--- config.mk ---
export PLATFORM = sky130hd
export DESIGN_NAME = lom_cell
export DESIGN_NICKNAME = d
export VERILOG_FILES = /design/src/hdl/lom_pkg.sv /design/src/hdl/lom_cell.sv
export SDC_FILE = /design/constraint.sdc
export NUM_CORES = 1
export LEC_CHECK = 0
export ABC_AREA = 0
export BUFFER_PORTS_ARGS = -buffer_cell sky130_fd_sc_hd__buf_2
export CORE_AREA = 2 2 332 334
export CTS_CLUSTER_DIAMETER = 120
export DETAILED_ROUTE_END_ITERATION = 8
export DIE_AREA = 0 0 334 336
export PLACE_DENSITY = 0.36
export SYNTH_ARGS = -nofsm -noshare
export SYNTH_HDL_FRONTEND = slang
export SYNTH_SLANG_ARGS = --single-unit
--- constraint.sdc ---
create_clock -name clk -period 5.2 [get_ports clk]
set_clock_uncertainty 0.1 [all_clocks]
set_input_delay 0.52 -clock clk [delete_from_list [all_inputs] [get_ports clk]]
set_output_delay 0.52 -clock clk [all_outputs]
set_load 0.01 [all_outputs]
--- src/hdl/lom_pkg.sv ---
// Shared types and codes for the limit order matcher.
package lom_pkg;

	localparam int SLOT_IDX_W = 6;

	typedef logic [SLOT_IDX_W-1:0] slot_idx_t;

	typedef enum logic [0:0] {
		CMD_ADD    = 1'b0,
		CMD_CANCEL = 1'b1
	} command_t;

	typedef enum logic [2:0] {
		KIND_FILL      = 3'd0,
		KIND_RESTED    = 3'd1,
		KIND_DONE      = 3'd2,
		KIND_CANCELLED = 3'd3,
		KIND_ERROR     = 3'd4
	} result_kind_t;

	typedef enum logic [2:0] {
		ERR_NONE      = 3'd0,
		ERR_BAD_SIZE  = 3'd1,
		ERR_BAD_PRICE = 3'd2,
		ERR_DUPLICATE = 3'd3,
		ERR_NOT_FOUND = 3'd4,
		ERR_BOOK_FULL = 3'd5
	} error_code_t;

	typedef enum logic [1:0] {
		ST_IDLE,
		ST_SCAN,
		ST_DECIDE
	} state_t;

	typedef enum logic [1:0] {
		WR_NONE,
		WR_CLEAR,
		WR_REDUCE,
		WR_LOAD
	} wr_op_t;

	typedef struct packed {
		logic        command;
		logic [31:0] order_ident;
		logic        buy_sell;
		logic        market_kind;
		logic [31:0] limit_ticks;
		logic [31:0] order_size;
		logic [63:0] arrival_stamp;
	} req_t;

	typedef struct packed {
		logic [2:0]  result_kind;
		logic [2:0]  error_code;
		logic [63:0] execution_number;
		logic [31:0] aggressor_ident;
		logic [31:0] entry_ident;
		logic        entry_side;
		logic [31:0] entry_price;
		logic [31:0] entry_size;
		logic [63:0] entry_stamp;
		logic        last_result;
	} rsp_t;

	typedef struct packed {
		logic [31:0] ident;
		logic        side;
		logic        market;
		logic [31:0] limit;
		logic [31:0] counter;
	} query_t;

	typedef struct packed {
		logic        dup_hit;
		slot_idx_t   dup_idx;
		logic        dup_side;
		logic [31:0] dup_price;
		logic [31:0] dup_rem;
		logic [63:0] dup_stamp;
		logic        best_hit;
		slot_idx_t   best_idx;
		logic [31:0] best_order;
		logic [31:0] top_price;
		logic [31:0] best_rem;
		logic [31:0] best_age;
		logic        free_hit;
		slot_idx_t   free_idx;
	} carry_t;

	typedef struct packed {
		wr_op_t      op;
		slot_idx_t   idx;
		logic [31:0] ident;
		logic        side;
		logic [31:0] price;
		logic [31:0] amount;
		logic [63:0] stamp;
		logic [31:0] sequence_no;
	} slot_wr_t;

endpackage

--- src/hdl/lom_cell.sv ---
// One book slot: holds a resting order and folds it into the passing scan carry.
module lom_cell #(
	parameter int CELL_INDEX = 0
) (
	input  logic              clk,
	input  logic              arst_n,
	input  lom_pkg::query_t   query,
	input  lom_pkg::slot_wr_t wr,
	input  lom_pkg::carry_t   carry_in,
	output lom_pkg::carry_t   carry_out
);

	logic        valid_q;
	logic [31:0] order_q;
	logic        side_q;
	logic [31:0] price_q;
	logic [31:0] rem_q;
	logic [63:0] stamp_q;
	logic [31:0] seq_q;
	lom_pkg::carry_t carry_q;
	lom_pkg::carry_t carry_d;

	logic        hit;
	logic [31:0] age;
	logic        eligible;
	logic        better;

	assign hit = (wr.idx == lom_pkg::slot_idx_t'(CELL_INDEX));
	assign age = query.counter - seq_q;

	always_comb begin
		eligible = valid_q && (side_q != query.side);
		if (!query.market) begin
			if (!query.side) begin
				eligible = eligible && (price_q <= query.limit);
			end else begin
				eligible = eligible && (price_q >= query.limit);
			end
		end
		if (!carry_in.best_hit) begin
			better = 1'b1;
		end else if (!query.side) begin
			better = (price_q < carry_in.top_price) ||
				((price_q == carry_in.top_price) && (age > carry_in.best_age));
		end else begin
			better = (price_q > carry_in.top_price) ||
				((price_q == carry_in.top_price) && (age > carry_in.best_age));
		end
	end

	always_comb begin
		carry_d = carry_in;
		if (!carry_in.dup_hit && valid_q && (order_q == query.ident)) begin
			carry_d.dup_hit   = 1'b1;
			carry_d.dup_idx   = lom_pkg::slot_idx_t'(CELL_INDEX);
			carry_d.dup_side  = side_q;
			carry_d.dup_price = price_q;
			carry_d.dup_rem   = rem_q;
			carry_d.dup_stamp = stamp_q;
		end
		if (eligible && better) begin
			carry_d.best_hit   = 1'b1;
			carry_d.best_idx   = lom_pkg::slot_idx_t'(CELL_INDEX);
			carry_d.best_order = order_q;
			carry_d.top_price  = price_q;
			carry_d.best_rem   = rem_q;
			carry_d.best_age   = age;
		end
		if (!carry_in.free_hit && !valid_q) begin
			carry_d.free_hit = 1'b1;
			carry_d.free_idx = lom_pkg::slot_idx_t'(CELL_INDEX);
		end
	end

	always_ff @(posedge clk) begin
		carry_q <= carry_d;
	end

	assign carry_out = carry_q;

	always_ff @(posedge clk or negedge arst_n) begin
		if (!arst_n) begin
			valid_q <= 1'b0;
		end else if (hit) begin
			unique case (wr.op)
				lom_pkg::WR_CLEAR:  valid_q <= 1'b0;
				lom_pkg::WR_REDUCE: valid_q <= (rem_q != wr.amount);
				lom_pkg::WR_LOAD:   valid_q <= 1'b1;
				default:            valid_q <= valid_q;
			endcase
		end
	end

	always_ff @(posedge clk) begin
		if (hit && (wr.op == lom_pkg::WR_REDUCE)) begin
			rem_q <= rem_q - wr.amount;
		end else if (hit && (wr.op == lom_pkg::WR_LOAD)) begin
			order_q <= wr.ident;
			side_q  <= wr.side;
			price_q <= wr.price;
			rem_q   <= wr.amount;
			stamp_q <= wr.stamp;
			seq_q   <= wr.sequence_no;
		end
	end

endmodule

# Yosys cells after proc, flatten, opt, wreduce, memory -nomap -nowiden
# Cells that the tools add are included.
# word_totals
regBits	472
input_bits	579
output_inout_bits	278
wordCells	65
# op_classes
add_sub_neg	2
n_lt_le_gt_ge	5
n_eq_ne	7
muxes	9
bitwise	1
n_reduce_logical	20
# ops
operator	n
2-to-1 mux 129 bit	1
2-to-1 mux 128 bit	1
equality test 32 bit	2
greater-than comparator 32 bit	2
2-to-1 mux 32 bit	2
subtractor 32 bit	2
>= comparator 32 bit	1
<= comparator 32 bit	1
less-than comparator 32 bit	1
inequality test 32 bit	1
logical AND 1 bit	10
zero test 6 bit	1
equality test 2 bit, second input constant	2
2-to-1 mux 1 bit	4
AND reduction 2 bit	2
zero test 1 bit	3
case mux 1 bit (3 select lines)	1
nonzero test 3 bit	1
equality test 2 x 1 -> 1 bit, second input constant	1
logical OR 1 bit	2
nonzero test 2 bit	1
inequality test 1 bit	1
inverter 1 bit	1

# Depth between registers and ports, before layout
# logic_depth
word_depth	8
ltp_mapped	22
ltp_nobuf	20

# Worst setup path after synthesis
# OpenSTA, ideal clock, no wires.
# synth_path
kind	input to register
from	in wr[196] in the netlist's numbering
to	reg order_q[0] (enable)
setup_time_ps	684
t_arrival_ps	8008
required_ps	4416
path_slack_ps	-3591
cell_stages	4
path_buffers	0
cell_sequence	or4_1 nor3_1 nand2_1 nor2_1
# synth_via
elab_chain_cells	4
elab_cells_between_ends	5
classes_between	bitwise (1); reduce/logical (4)
# synth_lines
item	line	rtl
start: declaration	lom_cell.sv:8	input lom_pkg::slot_wr_t wr,
zero test 6 bit *	lom_cell.sv:28	assign hit = (wr.idx == lom_pkg::slot_idx_t'(CELL_INDEX));
logical AND 1 bit	lom_cell.sv:95	if (hit && (wr.op == lom_pkg::WR_REDUCE)) begin
inverter 1 bit (no source line)	n/a	
AND reduction 2 bit (no source line) *	n/a	
end signal: assignment	lom_cell.sv:98	order_q <= wr.ident;
end: declaration	lom_cell.sv:14	logic [31:0] order_q;
# Every way passes the cells marked *; elsewhere a longest branch is shown, timed or not.
# A chain may end at the register's enable or synchronous reset.

==> results_dict.tcl <==
set metrics [dict create \
    yosys_register_bits 472 \
    drt-total-wl_microns 94300 \
    initial_core_util 0.198 \
    setup_viol 0 \
    clk_path_buf_depth 3 \
    core_sq_um 108000 \
    totalPowerFinal_mw 10.1 \
    place_area_sq_um 27900 \
    vias 19000 \
    viasPerCell 4.10 \
    syn-num-nets 2542 \
    drv_slew 0 \
    regToRegEndpoint "carry_out[8]" \
    stdcell_count 4642 \
    syn_area_sq_um 21500 \
    holdCritStartpoint "carry_in[251]" \
    numPortBuffers 856 \
    syn_avg_cell_area_sq_um 11.9 \
    setup_tns_ns 0 \
    numClockSinks 472 \
    post-dp-hpwl_microns 76100 \
    tightest_slew_ns 1.10 \
    final.min_clock_period_ns 5.05 \
    regArea_sq_um 11400 \
    rr_worst_depth 21 \
    num-nets-final 3907 \
    tritoncts "done" \
    fin_area_sq_um 34500 \
    fp.dieW_microns 334 \
    gp_congestion 0.881 \
    drtIter0Drc 687 \
    slew_headroom 0.261 \
    drt-wirelength-per-cell_microns 20.3 \
    multiInputGateArea_sq_um 9250 \
    ios 857 \
    synth-main-ff-cell "dfxtp_1" \
    num_rows 121 \
    synth-edff-count 193 \
    antenna_found_initial 31 \
    fillers 11200 \
    synth_cell_type_count 72 \
    ys_warn_count 0 \
    critPathKind "flip-flop to flip-flop" \
    min_to "carry_out[251]" \
    clk_latency_ns 0.66 \
    worstPathRequired_ns 5.62 \
    ff2ff_setup_slack_ns 0.15 \
    first_global_vias 20400 \
    fp.dieArea_sq_um 112000 \
    syn-instance-count 1803 \
    globalRouteOverflowTotal 0 \
    detail-route-antenna-nets 0 \
    yosysSeqAreaShare 0.531 \
    grt_pass1_wl_microns 132000 \
    p_leak_nw 15.4 \
    critPathMaxStageDelay_ns 0.41 \
    end_kind "flip-flop" \
    cap_violations 0 \
    finalHoldViolCount 0 \
    htree_levels 2 \
    status "finished, final reports clean" \
    vdd_drop_max_v 0.000249 \
    root_buffer "clkbuf_16" \
    drc 0 \
    worst_hold_path.num_cells 2 \
    fin_crit_sh 0.971 \
    grt_start_max_net_pins 81 \
    path_clk_slew_ns 0.06 \
    async_flop_share 0.00212 \
    hold_class "input port to flip-flop" \
    placed_cells 4095 \
    drive_gt1_frac 0.393 \
    cp_cell_sequence "ha_1 > inv_1 > fa_2 > a211oi_2 > nor2_2 > o221ai_1 > buf_4 > a211oi_2 > or3_1 > a211o_1 > o311ai_1 > ha_1 > nand4_1 > and3b_1 > a221o_1 > a31o_1 > a31oi_4 > buf_12 > buf_8 > buf_4 > mux2_2" \
    cp.arrival_ns 5.47 \
    rr_startpoint "seq_q[0]" \
    tritoncts.num_buffers 61 \
    die_h_microns 336 \
    track_usage 0.159 \
    final_util 0.318 \
    areaGrowthSynthToFinish_pct 60.6 \
    fmax_ghz 0.198 \
    slowest_stage "or3_1" \
    startpoint_type "flip-flop" \
    firstDrtPassIters 4 \
    p_per_area_nw_per_um2 293 \
    critPathMaxFanout 6 \
]
## worst max-delay path: cells and delay by family (launching register included)
family | cells | cell delay [ns]
multiplexers | 1 | 0.34
adder cells (fa/ha/maj) | 3 | 0.88
flip-flops | 1 | 0.33
AO/OA/AOI/OAI | 8 | 1.71
buffers and inverters | 5 | 0.73
AND/OR/NAND/NOR | 4 | 0.80
## metrics by stage
stage / hold slack [ns] / setup WS, ns
after global routing: 0.0211 / -0.0145
after floorplan: 0.124 / 0.474
after CTS: 0.000223 / 0.0339
after detailed placement: 0.202 / -0.349
after global placement: 0.198 / -0.340
final: 0.0663 / 0.149
## cell type report
| type | count | share of cell area |
|---|---|---|
| Sequential cell | 472 | 0.330 |
| Multi-Input combinational cell | 1105 | 0.269 |
| Timing Repair Buffer | 1350 | 0.267 |
| Clock buffer | 98 | 0.0558 |
| Tap cell | 1414 | 0.0513 |
| Inverter | 178 | 0.0194 |
| Clock inverter | 18 | 0.00719 |
| Antenna cell | 7 | 0.000508 |
## worst max-delay path by stage
stage / start / to / cells after the start
floorplan: query[0] / carry_out[121] / 20
global placement: query[0] / carry_out[28] / 24
detailed placement: query[0] / carry_out[68] / 24
CTS: seq_q[0] / carry_out[68] / 22
global route: seq_q[16] / carry_out[74] / 20
finish: seq_q[0] / carry_out[8] / 21
## power by group
| group | total, mW | internal (mW) | switching [mW] |
|---|---|---|---|
| Combinational | 1.52 | 0.820 | 0.696 |
| Sequential | 4.07 | 4.01 | 0.0648 |
| Clock | 4.50 | 2.74 | 1.77 |
## cells by family (layout without fill, tap and decap cells)
| group | Yosys count | in the layout | synth area share |
|---|---|---|---|
| compound gates | 286 | 286 | 0.0857 |
| fa+ha+maj | 160 | 160 | 0.0940 |
| xor+xnor | 69 | 69 | 0.0282 |
| flops | 472 | 472 | 0.531 |
| buf+inv | 226 | 1644 | 0.0423 |
| simple gates | 331 | 331 | 0.0833 |
| mux | 259 | 259 | 0.136 |
| other cells | 0 | 7 | 0 |
## layer usage
metal	part of all wire	GRT usage	wire length, microns	up-vias
li1	-	-	-	9268
met1	0.40	0.181	37800	9000
met2	0.52	0.296	48600	602
met3	0.058	0.0358	5460	132
met4	0.023	0.0437	2210	24
met5	0.0015	0	145	-
## flip-flops by register name (all words and copies together), names as in the netlist
name and flops:
carry_out 278, stamp_q 64, order_q 32, price_q 32, rem_q 32, seq_q 32
side_q 1, valid_q 1
## cells in the mapped netlist, types with 4 or more instances
cell type | number | share of area
a21o_1 | 29 | 0.010
nor2b_1 | 28 | 0.0082
nand3b_1 | 4 | 0.0014
o22ai_1 | 5 | 0.0015
nand2b_1 | 17 | 0.0050
o21ai_0 | 67 | 0.016
dfxtp_1 | 278 | 0.26
nor3b_1 | 11 | 0.0038
clkbuf_1 | 28 | 0.0049
nand2_1 | 72 | 0.013
nor4_1 | 12 | 0.0035
xor2_1 | 49 | 0.020
edfxtp_1 | 193 | 0.27
and4_1 | 6 | 0.0024
nor4b_1 | 6 | 0.0024
buf_2 | 11 | 0.0026
o211ai_1 | 13 | 0.0045
buf_6 | 5 | 0.0026
ha_1 | 158 | 0.092
a31oi_1 | 5 | 0.0015
nor2_1 | 46 | 0.0080
or2_2 | 4 | 0.0012
o31ai_1 | 7 | 0.0024
a21oi_1 | 82 | 0.019
or3_1 | 14 | 0.0041
o21a_1 | 12 | 0.0042
o31a_1 | 5 | 0.0020
xnor2_1 | 20 | 0.0082
mux2_1 | 53 | 0.028
nand3_1 | 32 | 0.0075
inv_1 | 178 | 0.031
a211oi_1 | 16 | 0.0056
a2111oi_0 | 4 | 0.0016
a21boi_0 | 4 | 0.0014
nand4_1 | 27 | 0.0079
mux2_2 | 203 | 0.11
and3_1 | 12 | 0.0035
nor3_1 | 26 | 0.0061
or4_1 | 4 | 0.0014
## layout by cell type, fill, tap and decap left out, types with 25 or more instances in the layout
cell type	count
buf_2	856
dlygate4sd3_1	415
dfxtp_1	278
mux2_2	203
edfxtp_1	193
inv_1	178
ha_1	158
a21oi_1	80
nand2_1	72
o21ai_0	67
clkbuf_16	67
buf_4	66
mux2_1	53
xor2_1	48
nor2_1	43
nand3_1	31
a21o_1	29
nor2b_1	28
nand4_1	27
nor3_1	25
## what timing repair did
item | CTS | global route
hold buffers | 415 | 0
endpoints found under the setup margin | 2 | 125
hold endpoints to repair | 415 | 0
cloned | 0 | 1
gates resized for setup | 1 | 17
buffers inserted | 0 | 8
pin swaps | 0 | 6
Note: power is estimated with default switching activity, not from simulation.
